--- src/pdc_pkg.sv ---
// ----------------------------------------------------------------------------
// PID controller with deadband: shared package
// Widths, register indexes, configuration and stage types.
// ----------------------------------------------------------------------------
package pdc_pkg;

   localparam int SampleWidth  = 16;
   localparam int GainFracBits = 8;
   localparam int GainWidth    = 16;
   localparam int LimitWidth   = 15;
   localparam int IntegWidth   = LimitWidth + 1;
   localparam int ErrWidth     = SampleWidth + 1;
   localparam int DiffWidth    = ErrWidth + 1;
   localparam int ProdWidth    = GainWidth + DiffWidth;
   localparam int TermWidth    = ProdWidth - GainFracBits;
   localparam int SumWidth     = TermWidth + 2;
   localparam int CsrAddrWidth = 5;
   localparam int CsrDataWidth = 32;

   typedef enum logic {
      OP_COMPUTE = 1'b0,
      OP_CLEAR   = 1'b1
   } op_type;

   typedef enum logic [2:0] {
      REG_PROP_GAIN       = 3'd0,
      REG_INTEG_GAIN      = 3'd1,
      REG_DERIV_GAIN      = 3'd2,
      REG_INTEG_LIMIT     = 3'd3,
      REG_OUTPUT_LIMIT    = 3'd4,
      REG_DEADBAND_WIDTH  = 3'd5,
      REG_DEADBAND_ENABLE = 3'd6,
      REG_ZERO_IN_BAND    = 3'd7
   } csr_index_type;

   typedef struct packed {
      logic signed [GainWidth-1:0] prop_gain;
      logic signed [GainWidth-1:0] integ_gain;
      logic signed [GainWidth-1:0] deriv_gain;
      logic [LimitWidth-1:0]       integ_limit;
      logic [LimitWidth-1:0]       output_limit;
      logic [LimitWidth-1:0]       deadband_width;
      logic                        deadband_enable;
      logic                        zero_in_band;
   } cfg_type;

   typedef struct packed {
      logic                        clear_integ;
      logic                        zero_out;
      logic signed [TermWidth-1:0] p_term;
      logic signed [TermWidth-1:0] i_term;
      logic signed [TermWidth-1:0] d_term;
   } stage_type;

endpackage

--- src/pdc_if.sv ---
// ----------------------------------------------------------------------------
// PID controller with deadband: channel interfaces
// Request channel carries one control item, response channel one drive item.
// ----------------------------------------------------------------------------
interface pdc_req_if;
   logic                                     valid;
   logic                                     ready;
   pdc_pkg::op_type                          op;
   logic signed [pdc_pkg::SampleWidth-1:0]   reference;
   logic signed [pdc_pkg::SampleWidth-1:0]   measured;

   modport source (output valid, output op, output reference, output measured, input ready);
   modport sink (input valid, input op, input reference, input measured, output ready);
endinterface

interface pdc_rsp_if;
   logic                                     valid;
   logic                                     ready;
   logic signed [pdc_pkg::SampleWidth-1:0]   drive;

   modport source (output valid, output drive, input ready);
   modport sink (input valid, input drive, output ready);
endinterface

--- src/pdc_csr.sv ---
// ----------------------------------------------------------------------------
// PID controller with deadband: configuration registers
// APB-style register file holding gains, limits and deadband controls.
// ----------------------------------------------------------------------------
module pdc_csr (
   input  logic                                clock,
   input  logic                                reset,
   input  logic                                psel,
   input  logic                                penable,
   input  logic                                pwrite,
   input  logic [pdc_pkg::CsrAddrWidth-1:0]    paddr,
   input  logic [pdc_pkg::CsrDataWidth-1:0]    pwdata,
   output logic [pdc_pkg::CsrDataWidth-1:0]    prdata,
   output logic                                pready,
   output pdc_pkg::cfg_type                    cfg
);

   pdc_pkg::cfg_type       cfg_ff;
   pdc_pkg::cfg_type       cfg_in;
   pdc_pkg::csr_index_type index;
   logic                   write_en;

   assign index    = pdc_pkg::csr_index_type'(paddr[pdc_pkg::CsrAddrWidth-1:2]);
   assign write_en = psel && penable && pwrite;
   assign pready   = 1'b1;
   assign cfg      = cfg_ff;

   always_comb begin
      cfg_in = cfg_ff;
      if (write_en) begin
         unique case (index)
            pdc_pkg::REG_PROP_GAIN:
               cfg_in.prop_gain = pwdata[pdc_pkg::GainWidth-1:0];
            pdc_pkg::REG_INTEG_GAIN:
               cfg_in.integ_gain = pwdata[pdc_pkg::GainWidth-1:0];
            pdc_pkg::REG_DERIV_GAIN:
               cfg_in.deriv_gain = pwdata[pdc_pkg::GainWidth-1:0];
            pdc_pkg::REG_INTEG_LIMIT:
               cfg_in.integ_limit = pwdata[pdc_pkg::LimitWidth-1:0];
            pdc_pkg::REG_OUTPUT_LIMIT:
               cfg_in.output_limit = pwdata[pdc_pkg::LimitWidth-1:0];
            pdc_pkg::REG_DEADBAND_WIDTH:
               cfg_in.deadband_width = pwdata[pdc_pkg::LimitWidth-1:0];
            pdc_pkg::REG_DEADBAND_ENABLE:
               cfg_in.deadband_enable = pwdata[0];
            pdc_pkg::REG_ZERO_IN_BAND:
               cfg_in.zero_in_band = pwdata[0];
            default: cfg_in = cfg_ff;
         endcase
      end
   end

   always_ff @(posedge clock) begin
      if (reset) begin
         cfg_ff <= '0;
      end else begin
         cfg_ff <= cfg_in;
      end
   end

   always_comb begin
      unique case (index)
         pdc_pkg::REG_PROP_GAIN:
            prdata = pdc_pkg::CsrDataWidth'($unsigned(cfg_ff.prop_gain));
         pdc_pkg::REG_INTEG_GAIN:
            prdata = pdc_pkg::CsrDataWidth'($unsigned(cfg_ff.integ_gain));
         pdc_pkg::REG_DERIV_GAIN:
            prdata = pdc_pkg::CsrDataWidth'($unsigned(cfg_ff.deriv_gain));
         pdc_pkg::REG_INTEG_LIMIT:
            prdata = pdc_pkg::CsrDataWidth'(cfg_ff.integ_limit);
         pdc_pkg::REG_OUTPUT_LIMIT:
            prdata = pdc_pkg::CsrDataWidth'(cfg_ff.output_limit);
         pdc_pkg::REG_DEADBAND_WIDTH:
            prdata = pdc_pkg::CsrDataWidth'(cfg_ff.deadband_width);
         pdc_pkg::REG_DEADBAND_ENABLE:
            prdata = pdc_pkg::CsrDataWidth'(cfg_ff.deadband_enable);
         pdc_pkg::REG_ZERO_IN_BAND:
            prdata = pdc_pkg::CsrDataWidth'(cfg_ff.zero_in_band);
         default: prdata = '0;
      endcase
   end

endmodule

--- src/pdc_front.sv ---
// ----------------------------------------------------------------------------
// PID controller with deadband: error and gain stage
// Forms the error, applies the deadband, keeps the previous error and
// registers the three scaled gain products.
// ----------------------------------------------------------------------------
module pdc_front (
   input  logic                clock,
   input  logic                reset,
   pdc_req_if.sink             req_ch,
   input  pdc_pkg::cfg_type    cfg,
   input  logic                stage_ready,
   output logic                stage_valid,
   output pdc_pkg::stage_type  stage
);

   logic signed [pdc_pkg::ErrWidth-1:0]  prev_err_ff;
   logic signed [pdc_pkg::ErrWidth-1:0]  prev_err_in;
   logic                                 s1_valid_ff;
   logic                                 s1_valid_in;
   pdc_pkg::stage_type                   s1_ff;
   pdc_pkg::stage_type                   s1_in;

   logic                                 accept;
   logic signed [pdc_pkg::ErrWidth-1:0]  err_raw;
   logic signed [pdc_pkg::DiffWidth-1:0] err_wide;
   logic signed [pdc_pkg::DiffWidth-1:0] db_pos;
   logic signed [pdc_pkg::DiffWidth-1:0] db_neg;
   logic signed [pdc_pkg::DiffWidth-1:0] ref_wide;
   logic signed [pdc_pkg::DiffWidth-1:0] prev_wide;
   logic signed [pdc_pkg::DiffWidth-1:0] err_adj;
   logic signed [pdc_pkg::ErrWidth-1:0]  err_new;
   logic signed [pdc_pkg::DiffWidth-1:0] err_diff;
   logic                                 above;
   logic                                 below;
   logic                                 in_band;
   logic                                 ref_in_band;
   logic                                 prev_out_band;
   logic signed [pdc_pkg::ProdWidth-1:0] p_prod;
   logic signed [pdc_pkg::ProdWidth-1:0] i_prod;
   logic signed [pdc_pkg::ProdWidth-1:0] d_prod;

   assign accept       = req_ch.valid && req_ch.ready;
   assign req_ch.ready = !s1_valid_ff || stage_ready;
   assign stage_valid  = s1_valid_ff;
   assign stage        = s1_ff;

   always_comb begin
      err_raw   = pdc_pkg::ErrWidth'(req_ch.reference) - pdc_pkg::ErrWidth'(req_ch.measured);
      err_wide  = pdc_pkg::DiffWidth'(err_raw);
      db_pos    = $signed(pdc_pkg::DiffWidth'(cfg.deadband_width));
      db_neg    = -db_pos;
      ref_wide  = pdc_pkg::DiffWidth'(req_ch.reference);
      prev_wide = pdc_pkg::DiffWidth'(prev_err_ff);

      above         = err_wide > db_pos;
      below         = err_wide < db_neg;
      in_band       = cfg.deadband_enable && !above && !below;
      ref_in_band   = (ref_wide < db_pos) && (ref_wide > db_neg);
      prev_out_band = (prev_wide < db_neg) || (prev_wide > db_pos);

      if (cfg.deadband_enable && above) begin
         err_adj = err_wide - db_pos;
      end else if (cfg.deadband_enable && below) begin
         err_adj = err_wide + db_pos;
      end else begin
         err_adj = err_wide;
      end
      err_new  = err_adj[pdc_pkg::ErrWidth-1:0];
      err_diff = pdc_pkg::DiffWidth'(err_new) - prev_wide;

      p_prod = cfg.prop_gain * err_adj;
      i_prod = cfg.integ_gain * err_adj;
      d_prod = cfg.deriv_gain * err_diff;

      s1_in.p_term = p_prod[pdc_pkg::ProdWidth-1:pdc_pkg::GainFracBits];
      s1_in.i_term = i_prod[pdc_pkg::ProdWidth-1:pdc_pkg::GainFracBits];
      s1_in.d_term = d_prod[pdc_pkg::ProdWidth-1:pdc_pkg::GainFracBits];

      if (req_ch.op == pdc_pkg::OP_CLEAR) begin
         s1_in.clear_integ = 1'b1;
         s1_in.zero_out    = 1'b1;
         prev_err_in       = '0;
      end else begin
         s1_in.clear_integ = in_band && ref_in_band && prev_out_band;
         s1_in.zero_out    = in_band && cfg.zero_in_band;
         prev_err_in       = err_new;
      end

      s1_valid_in = accept || (s1_valid_ff && !stage_ready);
   end

   always_ff @(posedge clock) begin
      if (reset) begin
         s1_valid_ff <= 1'b0;
         prev_err_ff <= '0;
      end else begin
         s1_valid_ff <= s1_valid_in;
         if (accept) begin
            prev_err_ff <= prev_err_in;
         end
      end
   end

   always_ff @(posedge clock) begin
      if (accept) begin
         s1_ff <= s1_in;
      end
   end

   assert property (@(posedge clock) disable iff (reset)
      accept && req_ch.op == pdc_pkg::OP_CLEAR |=> prev_err_ff == '0)
      else $error("previous error not cleared by a clear item");

   assert property (@(posedge clock) disable iff (reset)
      accept |=> s1_valid_ff)
      else $error("accepted item did not enter the gain stage");

   assert property (@(posedge clock) disable iff (reset)
      accept && req_ch.op == pdc_pkg::OP_CLEAR |=> s1_ff.zero_out && s1_ff.clear_integ)
      else $error("clear item not flagged in the gain stage");

endmodule

--- src/pdc_back.sv ---
// ----------------------------------------------------------------------------
// PID controller with deadband: integrator and output stage
// Updates and clamps the integrator, sums the terms, clamps the drive (or zeroes
// it for a zeroed item) and holds it in the result register.
// ----------------------------------------------------------------------------
module pdc_back (
   input  logic                clock,
   input  logic                reset,
   input  pdc_pkg::cfg_type    cfg,
   input  logic                stage_valid,
   input  pdc_pkg::stage_type  stage,
   output logic                stage_ready,
   pdc_rsp_if.source           rsp_ch
);

   function automatic logic signed [pdc_pkg::IntegWidth-1:0] clamp_sym(
      input logic signed [pdc_pkg::SumWidth-1:0] value,
      input logic [pdc_pkg::LimitWidth-1:0]      limit
   );
      logic signed [pdc_pkg::SumWidth-1:0] lim_pos;
      logic signed [pdc_pkg::SumWidth-1:0] lim_neg;
      logic signed [pdc_pkg::SumWidth-1:0] result;
      lim_pos = $signed(pdc_pkg::SumWidth'(limit));
      lim_neg = -lim_pos;
      if (value <= lim_neg) begin
         result = lim_neg;
      end else if (value >= lim_pos) begin
         result = lim_pos;
      end else begin
         result = value;
      end
      return result[pdc_pkg::IntegWidth-1:0];
   endfunction

   logic signed [pdc_pkg::IntegWidth-1:0]  integ_ff;
   logic signed [pdc_pkg::IntegWidth-1:0]  integ_in;
   logic signed [pdc_pkg::SampleWidth-1:0] drive_ff;
   logic signed [pdc_pkg::SampleWidth-1:0] drive_in;
   logic                                   out_valid_ff;
   logic                                   out_valid_in;

   logic                                   take;
   logic signed [pdc_pkg::IntegWidth-1:0]  integ_base;
   logic signed [pdc_pkg::SumWidth-1:0]    integ_sum;
   logic signed [pdc_pkg::IntegWidth-1:0]  integ_clamped;
   logic signed [pdc_pkg::SumWidth-1:0]    drive_sum;

   assign stage_ready  = !out_valid_ff || rsp_ch.ready;
   assign take         = stage_valid && stage_ready;
   assign rsp_ch.valid = out_valid_ff;
   assign rsp_ch.drive = drive_ff;

   always_comb begin
      integ_base    = stage.clear_integ ? '0 : integ_ff;
      integ_sum     = pdc_pkg::SumWidth'(integ_base) + pdc_pkg::SumWidth'(stage.i_term);
      integ_clamped = clamp_sym(integ_sum, cfg.integ_limit);
      drive_sum     = pdc_pkg::SumWidth'(stage.p_term) + pdc_pkg::SumWidth'(integ_clamped)
                      + pdc_pkg::SumWidth'(stage.d_term);

      if (stage.zero_out) begin
         integ_in = integ_base;
         drive_in = '0;
      end else begin
         integ_in = integ_clamped;
         drive_in = pdc_pkg::SampleWidth'(clamp_sym(drive_sum, cfg.output_limit));
      end

      out_valid_in = take || (out_valid_ff && !rsp_ch.ready);
   end

   always_ff @(posedge clock) begin
      if (reset) begin
         out_valid_ff <= 1'b0;
         integ_ff     <= '0;
      end else begin
         out_valid_ff <= out_valid_in;
         if (take) begin
            integ_ff <= integ_in;
         end
      end
   end

   always_ff @(posedge clock) begin
      if (take) begin
         drive_ff <= drive_in;
      end
   end

   assert property (@(posedge clock) disable iff (reset)
      take |=> out_valid_ff)
      else $error("item taken from the gain stage gave no result");

   assert property (@(posedge clock) disable iff (reset)
      take && stage.zero_out |=> drive_ff == '0)
      else $error("zeroed item gave a nonzero drive");

   assert property (@(posedge clock) disable iff (reset)
      take && stage.clear_integ && stage.zero_out |=> integ_ff == '0)
      else $error("integrator not cleared");

endmodule

--- src/pid_controller_deadband_core.sv ---
// ----------------------------------------------------------------------------
// PID controller with deadband: top level
// Positional PID step with optional error deadband and symmetric clamps.
// ----------------------------------------------------------------------------
//   Channel   Direction  Carries
//   req_ch    in         op, reference, measured
//   rsp_ch    out        drive
//   APB port  in/out     gains, limits and deadband controls
//
// Each item passes a gain stage and then a result register, which holds its
// drive. One item can be accepted every cycle while the response is not stalled.
// While a finished result waits to be taken, an empty gain stage takes a new item.
// A stalled response holds both stages; nothing is dropped or repeated.
// Reset clears the previous error, the integrator and both valid flags at once.
// ----------------------------------------------------------------------------
module pid_controller_deadband_core (
   input  logic                                clock,
   input  logic                                reset,
   pdc_req_if.sink                             req_ch,
   pdc_rsp_if.source                           rsp_ch,
   input  logic                                psel,
   input  logic                                penable,
   input  logic                                pwrite,
   input  logic [pdc_pkg::CsrAddrWidth-1:0]    paddr,
   input  logic [pdc_pkg::CsrDataWidth-1:0]    pwdata,
   output logic [pdc_pkg::CsrDataWidth-1:0]    prdata,
   output logic                                pready
);

   pdc_pkg::cfg_type   cfg;
   pdc_pkg::stage_type stage;
   logic               stage_valid;
   logic               stage_ready;

   pdc_csr u_csr (
      .clock   (clock),
      .reset   (reset),
      .psel    (psel),
      .penable (penable),
      .pwrite  (pwrite),
      .paddr   (paddr),
      .pwdata  (pwdata),
      .prdata  (prdata),
      .pready  (pready),
      .cfg     (cfg)
   );

   pdc_front u_front (
      .clock       (clock),
      .reset       (reset),
      .req_ch      (req_ch),
      .cfg         (cfg),
      .stage_ready (stage_ready),
      .stage_valid (stage_valid),
      .stage       (stage)
   );

   pdc_back u_back (
      .clock       (clock),
      .reset       (reset),
      .cfg         (cfg),
      .stage_valid (stage_valid),
      .stage       (stage),
      .stage_ready (stage_ready),
      .rsp_ch      (rsp_ch)
   );

endmodule
--- src/flat_wrapper.sv ---
// flat-port wrapper written by rule: the top's interface ports become plain ports
module pid_controller_deadband_core_flat 
  (clock, reset, psel, penable, pwrite, paddr, pwdata, prdata, pready, req_ch_valid, req_ch_op, req_ch_reference, req_ch_measured, req_ch_ready, rsp_ch_valid, rsp_ch_drive, rsp_ch_ready);
  pdc_req_if req_ch_i ();
  pdc_rsp_if rsp_ch_i ();
  input  logic clock;
  input  logic reset;
  input  logic psel;
  input  logic penable;
  input  logic pwrite;
  input  logic [pdc_pkg::CsrAddrWidth-1:0] paddr;
  input  logic [pdc_pkg::CsrDataWidth-1:0] pwdata;
  output logic [pdc_pkg::CsrDataWidth-1:0] prdata;
  output logic pready;
  input wire logic [$bits(req_ch_i.valid)-1:0] req_ch_valid;
  input wire logic [$bits(req_ch_i.op)-1:0] req_ch_op;
  input wire logic [$bits(req_ch_i.reference)-1:0] req_ch_reference;
  input wire logic [$bits(req_ch_i.measured)-1:0] req_ch_measured;
  output wire logic [$bits(req_ch_i.ready)-1:0] req_ch_ready;
  output wire logic [$bits(rsp_ch_i.valid)-1:0] rsp_ch_valid;
  output wire logic [$bits(rsp_ch_i.drive)-1:0] rsp_ch_drive;
  input wire logic [$bits(rsp_ch_i.ready)-1:0] rsp_ch_ready;
  assign req_ch_i.valid = req_ch_valid;
  assign req_ch_i.op = req_ch_op;
  assign req_ch_i.reference = req_ch_reference;
  assign req_ch_i.measured = req_ch_measured;
  assign req_ch_ready = req_ch_i.ready;
  assign rsp_ch_valid = rsp_ch_i.valid;
  assign rsp_ch_drive = rsp_ch_i.drive;
  assign rsp_ch_i.ready = rsp_ch_ready;
  pid_controller_deadband_core u_core (.clock(clock), .reset(reset), .req_ch(req_ch_i), .rsp_ch(rsp_ch_i), .psel(psel), .penable(penable), .pwrite(pwrite), .paddr(paddr), .pwdata(pwdata), .prdata(prdata), .pready(pready));
endmodule
--- config.mk ---
export PLATFORM = sky130hd
export DESIGN_NAME = pid_controller_deadband_core_flat
export DESIGN_NICKNAME = d
export VERILOG_FILES = /design/src/pdc_pkg.sv /design/src/pdc_if.sv /design/src/pdc_csr.sv /design/src/pdc_front.sv /design/src/pdc_back.sv /design/src/pid_controller_deadband_core.sv /design/src/flat_wrapper.sv
export SDC_FILE = /design/constraint.sdc
export NUM_CORES = 2
export LEC_CHECK = 0
export BUFFER_PORTS_ARGS = -buffer_cell sky130_fd_sc_hd__clkbuf_2
export CORE_MARGIN = 5
export CORE_UTILIZATION = 40
export CTS_BUF_LIST = sky130_fd_sc_hd__clkbuf_8
export CTS_CLUSTER_SIZE = 12
export DETAILED_ROUTE_END_ITERATION = 8
export PLACE_DENSITY = 0.66
export SYNTH_ARGS = -nofsm -noshare
export SYNTH_HDL_FRONTEND = slang
export SYNTH_SLANG_ARGS = --single-unit
--- constraint.sdc ---
create_clock -name clock -period 15.1 [get_ports clock]
set_input_delay 1.51 -clock clock [delete_from_list [all_inputs] [get_ports clock]]
set_output_delay 1.51 -clock clock [all_outputs]
set_load 0.05 [all_outputs]
; ---- Word level (Yosys, flattened, before mapping)
; Index checks and enable logic that the tools add are counted.
[totals]
output_inout_bits = 51
wordCells = 92
input_bits = 77
register_bits = 226
[classes]
addsub = 10
muxes = 10
magnitude_cmp = 10
n_eq_ne = 7
n_reduce_logical = 34
n_mul = 3
[ops]
columns = cell, count
row1 = $pmux W32 S8, 1
row2 = $mul A16 B18 Y34, 3
row3 = $mux W16, 6
row4 = $neg A15 Y28, 2
row5 = $lt A17 B18 Y1, 2
row6 = $mux W18, 2
row7 = $gt A17 B16 Y1, 2
row8 = $add A27 B26 Y28, 1
row9 = $ge A28 B16 Y1, 1
row10 = $le A27 B28 Y1, 1
row11 = $le A28 B28 Y1, 1
row12 = $add A16 B26 Y27, 1
row13 = $add A26 B16 Y27, 1
row14 = $ge A27 B16 Y1, 1
row15 = $add A17 B16 Y18, 1
row16 = $gt A16 B18 Y1, 1
row17 = $neg A15 Y18, 1
row18 = $sub A17 B16 Y18, 1
row19 = $sub A17 B17 Y18, 1
row20 = $mux W17, 1
row21 = $sub A16 B16 Y17, 1
row22 = $lt A16 B16 Y1, 1
row23 = $reduce_and A2 Y1, 8
row24 = $logic_and A1 B1 Y1, 14
row25 = 6 further kinds, 19

; ---- Depth between registers and ports, before layout
[depth]
word_depth = 10
depth_mapped = 65

; ---- Cells and area by module
; From an unflattened synthesis, not the netlist that was laid out.
[hier_totals]
cells_unflattened = 6034
hier_area_um2 = 52943.3
[modules_own_cells]
columns = module, n_inst, seq_area_each_um2, area_each_um2, cells_each
row1 = pdc_front, 1, 2762.6, 39884.5, 4360
row2 = pdc_back, 1, 820.8, 8649.5, 1099
row3 = pdc_csr, 1, 1901.8, 4409.2, 575

; ---- Worst setup path before layout
; No wires, ideal clock.
[synth_path]
path_type = input -> register
start = input port req_ch_measured[4]
end = register u_core.u_front.s1_ff, in the netlist u_core.u_front.stage[22], data pin
slack_ns = 1.117
t_arrival_ns = 13.724
stages = 57
path_cell_list = inv_1 ha_1 a21o_1 or3_1 o211a_1 or3_1 a21oi_1 xnor2_1 ha_1 clkbuf_1 nand4_1 nor3_1 o31a_1 o21ai_0 or2_1 clkbuf_1 a21boi_2 clkbuf_1 [... 21 more ...] fa_1 fa_1 inv_1 fa_1 inv_1 ha_1 a21o_1 a21o_1 a21oi_1 nor2b_1 o21ai_0 o211ai_1 o2111ai_1 a21oi_1 a21bo_2 a21oi_1 nor2b_1 o31a_1
[synth_via]
elab_chain_cells = 7
elab_cells_between_ends = 11
[synth_lines]
columns = element, line_no
row1 = from (decl), flat_wrapper.sv:18  ; input wire logic [$bits(req_ch_i.measured)-1:0] req_ch_measured;
row2 = $sub A16 B16 Y17 *, pdc_front.sv:48  ; err_raw = pdc_pkg::ErrWidth'(req_ch.reference) - pdc_pkg::ErrWidth'(req_ch.measured);
row3 = $lt A17 B18 Y1, pdc_front.sv:56  ; below = err_wide < db_neg;
row4 = $logic_and A1 B1 Y1, pdc_front.sv:63  ; end else if (cfg.deadband_enable && below) begin
row5 = $mux W18, pdc_front.sv:63
row6 = $mux W18 *, pdc_front.sv:61  ; if (cfg.deadband_enable && above) begin
row7 = $sub A17 B17 Y18 *, pdc_front.sv:69  ; err_diff = pdc_pkg::DiffWidth'(err_new) - prev_wide;
row8 = $mul A16 B18 Y34 *, pdc_front.sv:73  ; d_prod = cfg.deriv_gain * err_diff;
row9 = via u_core.u_front.d_prod (one bit), pdc_front.sv:40  ; logic signed [pdc_pkg::ProdWidth-1:0] d_prod;
row10 = to (signal assigned), pdc_front.sv:106  ; s1_ff <= s1_in;
row11 = to (decl), pdc_front.sv:20  ; pdc_pkg::stage_type s1_ff;
; The timed path passes the listed nets; every way through them passes the cells marked *.
; A chain may end at the register's enable or synchronous reset.

; ---- Worst setup path after layout
[layout_path]
start = input port req_ch_reference[0]
end = register u_core.u_front.s1_ff, in the netlist u_core.u_front.stage[22], data pin
[layout_via]
elab_chain_cells = 7
elab_cells_between_ends = 11
[layout_lines]
columns = element, line_no
row1 = from (decl), flat_wrapper.sv:17  ; input wire logic [$bits(req_ch_i.reference)-1:0] req_ch_reference;
row2 = $sub A16 B16 Y17 *, pdc_front.sv:48
row3 = $lt A17 B18 Y1, pdc_front.sv:56
row4 = $logic_and A1 B1 Y1, pdc_front.sv:63
row5 = $mux W18, pdc_front.sv:63
row6 = $mux W18 *, pdc_front.sv:61
row7 = $sub A17 B17 Y18 *, pdc_front.sv:69
row8 = $mul A16 B18 Y34 *, pdc_front.sv:73
row9 = via u_core.u_front.d_prod (one bit), pdc_front.sv:40
; Marks and branches as above.

==> flow_summary.ini <==
[cells_and_area]
syn2layout_area_growth_pct = 6.27
multi_input_area_um2 = 41600
n_fill_cell = 12800
final_cells = 7728
regArea_um2 = 5490
nNetsFinal = 7446
drive_gt1_frac = 0.0556

[critical_path]
worstSetupEndpoint = u_core.u_front.stage[22]$_DFFE_PP_
path_max_fanout = 11
arrival_ns = 14.72
crit_path_end_kind = flop
ff2ff_setup_slack_ns = 1.17
cpPeakStageDelay_ns = 0.55
start_kind = primary input
cp.required_ns = 15.46
reg2regPathDepth = 52
crit_top_cell = a21oi_1
reg2reg_to = u_core.u_front.stage[22]$_DFFE_PP_
crit_start = req_ch_reference[0]
crit_slowest_cell = fa_1
rr_startpoint = u_core.u_csr.cfg[3]$_SDFFE_PP0P_
critical_path_class = in2reg

[timing]
max_freq_mhz = 69.7
rsz0062_at_grt = false
fin_skew_ns = 0.0327
slew_headroom = 0.155
tightestPinTransition_ns = 1.27
final-max-slew-violation-count = 0
period_share = 0.951
tns_ns = 0
fin_crit_ns = 14.36
hold_violations = 0
setup_viol = 0

[floorplanning]
start_util = 0.403
core-area_um2 = 129000
dieArea_um2 = 138000
ios = 128
chipWidth_um = 371
num_rows = 132
die_y_um = 371

[grt]
grt_max_degree = 66
grt.total_usage = 0.226
grt_pass1_wl_um = 244000
grt_pass1_vias = 43200
grt_remaining_overflow = 0
antenna_found_initial = 15

[worst_hold_path]
hold_class = reg2reg

[clock_network]
post-cts-setup-buffers = 0
clkSlewWorstSetupHoldPaths_ns = 0.06
numCtsBuffers = 40
cts_buffer_depth = 3
root_buffer = clkbuf_8
htree_levels = 2
cts_num_sinks = 226
clkLatencyLatePin_ns = 0.63
cts_tree = built

[detailed_routing]
drt-total-wl_um = 155000
wl_met3_um = 13900
dr_total_vias = 42100
drc_errors = 0
wl_met2_um = 70000
wl_per_cell_um = 20.0
drt_iter0_drc = 3570
dr.pass1.iters = 8
viasPerCell = 5.44
m1WireLength_um = 64100
final_antenna_net_count = 0
highest_layer = met5

[outcome]
outcome = finished clean

[power_and_ir_drop]
seq_power_share = 0.193
vdd_drop_max_uv = 236
powerDensity_nw_per_um2 = 68.5
swShare = 0.503
pwr-share-clk = 0.171
p_int_w = 0.00189
p_comb_frac = 0.636
p_leak_nw = 25.0
p_sw_w = 0.00191

[job]
drv_cap = 0

[synth]
syn_area_per_cell_um2 = 8.73
netlist_area_um2 = 52200
yosysWarnings = 0
yosys-top-cells-area = fa_1 34%, ha_1 13%, inv_1 7.9%, nand2_1 5.7%, edfxtp_1 5.5%
synth_seq_cells = 226
synth_cell_type_count = 106
yosysTopAreaCell = fa_1
async_reset_ff_frac = 0
synthTopCellsByCount = 1097 x inv_1, 893 x fa_1, 795 x nand2_1, 533 x ha_1, 323 x and2_1
yosysSeqAreaShare = 0.105
synth.most_common_cell = inv_1
synth_top_area_frac = 0.343
synth_edf_count = 96
synthFlopType = dfxtp_1
synthCells = 5975

[placed_design]
place.gp.congestion = 1.01
dp_hpwl_um = 126000
dp_cells = 7643
portBuffers = 92
==> critical path: cells and delay by family <==
| kind | cells | cell delay, ns |
|---|---|---|
| AOI/OAI and AO/OA | 29 | 5.85 |
| adders and majority gates | 11 | 4.71 |
| and+or+nand+nor | 10 | 1.81 |
| buffers and inverters | 6 | 0.45 |
| xor gates and xnor gates | 1 | 0.35 |
==> layout by cell type (no fill, tap or decap), types with 75 or more instances in the layout <==
cell type	Yosys	routed
inv_1	1097	1102
fa_1	893	893
nand2_1	795	795
ha_1	533	533
and2_1	323	323
a21oi_1	315	312
nor2_1	241	241
xnor2_1	151	148
dfxtp_1	130	130
a21o_1	120	120
edfxtp_1	96	96
o21ai_0	96	95
buf_4	19	93
clkbuf_2	0	91
nor2b_1	76	75
==> cell families after synthesis <==
family	Yosys count	share of synthesized area
xor gates and xnor gates	189	0.0317
DFF	226	0.105
AOI/OAI and AO/OA	919	0.117
muxes	53	0.0110
and+or+nand+nor	1784	0.163
adders and majority gates	1428	0.471
buffers and inverters	1374	0.101
other	2	0.000144
==> power by group through the flow <==
| stage | Sequential (W) | Clock, W | Combinational, W |
|---|---|---|---|
| 2_1_floorplan | 0.000760 | 0 | 0.00163 |
| 3_3_place_gp | 0.000748 | 0 | 0.00232 |
| 3_5_place_dp | 0.000747 | 0 | 0.00237 |
| 4_1_cts | 0.000734 | 0.000661 | 0.00238 |
| 5_1_grt | 0.000735 | 0.000690 | 0.00265 |
| 6_report | 0.000733 | 0.000650 | 0.00242 |
==> metrics by stage <==
| stage | cell area, um^2 | utilization | total power [W] | hold slack, ns | worst slack [ns] |
|---|---|---|---|---|---|
| 2_1_floorplan | 52200 | - | 0.00239 | 0.422 | 1.12 |
| 3_3_place_gp | 54500 | 0.421 | 0.00307 | 0.435 | 0.305 |
| 3_5_place_dp | 54500 | 0.421 | 0.00312 | 0.437 | 0.0654 |
| 4_1_cts | 55400 | 0.428 | 0.00378 | 0.446 | 0.714 |
| 5_1_grt | 55400 | 0.428 | 0.00407 | 0.472 | 0.0533 |
| 6_report | 55400 | 0.428 | 0.00380 | 0.451 | 0.744 |
==> worst min-delay path by stage <==
stage	start	end	slack [ns]	cells past startpoint
floorplan	u_core.u_back.integ_ff[0]$_SDFFE_PP0P_	u_core.u_back.integ_ff[0]$_SDFFE_PP0P_	0.42	2
global placement	u_core.u_back.integ_ff[0]$_SDFFE_PP0P_	u_core.u_back.integ_ff[0]$_SDFFE_PP0P_	0.44	2
detailed placement	u_core.u_back.integ_ff[0]$_SDFFE_PP0P_	u_core.u_back.integ_ff[0]$_SDFFE_PP0P_	0.44	2
CTS	u_core.u_back.integ_ff[0]$_SDFFE_PP0P_	u_core.u_back.integ_ff[0]$_SDFFE_PP0P_	0.45	2
global route	u_core.u_back.integ_ff[11]$_SDFFE_PP0P_	u_core.u_back.integ_ff[11]$_SDFFE_PP0P_	0.47	2
finish	u_core.u_back.integ_ff[0]$_SDFFE_PP0P_	u_core.u_back.integ_ff[0]$_SDFFE_PP0P_	0.45	2
==> sequential cells by signal (all words and copies together) (netlist names) <==
signal,cells
u_core.u_back.integ_ff,16
u_core.u_back.rsp_ch.drive,16
u_core.u_back.rsp_ch.valid,1
u_core.u_csr.cfg,95
u_core.u_front.prev_err_ff,17
u_core.u_front.stage,80
u_core.u_front.stage_valid,1
==> timing repair <==
item | 4_1_cts | 5_1_grt
resized for setup | 0 | 2
endpoints found under the setup margin | 0 | 3
hold buffers | 0 | 0
==> final cells by class <==
cell class	count	area share
Timing Repair Buffer	184	0.0208
Clock buffer	45	0.0112
Antenna cell	11	0.000496
Tap cell	1742	0.0393
Clock inverter	29	0.00454
Sequential cell	226	0.0989
Inverter	1101	0.0746
Multi-Input combinational cell	4390	0.750
==> routing by layer <==
| layer | track usage | vias up |
|---|---|---|
| met5 | 0 | - |
| met4 | 0.0819 | 4 |
| met3 | 0.0490 | 352 |
| met2 | 0.363 | 1625 |
| met1 | 0.302 | 21100 |
| li1 | - | 19000 |
No activity file was read; power rests on OpenSTA's default activity.
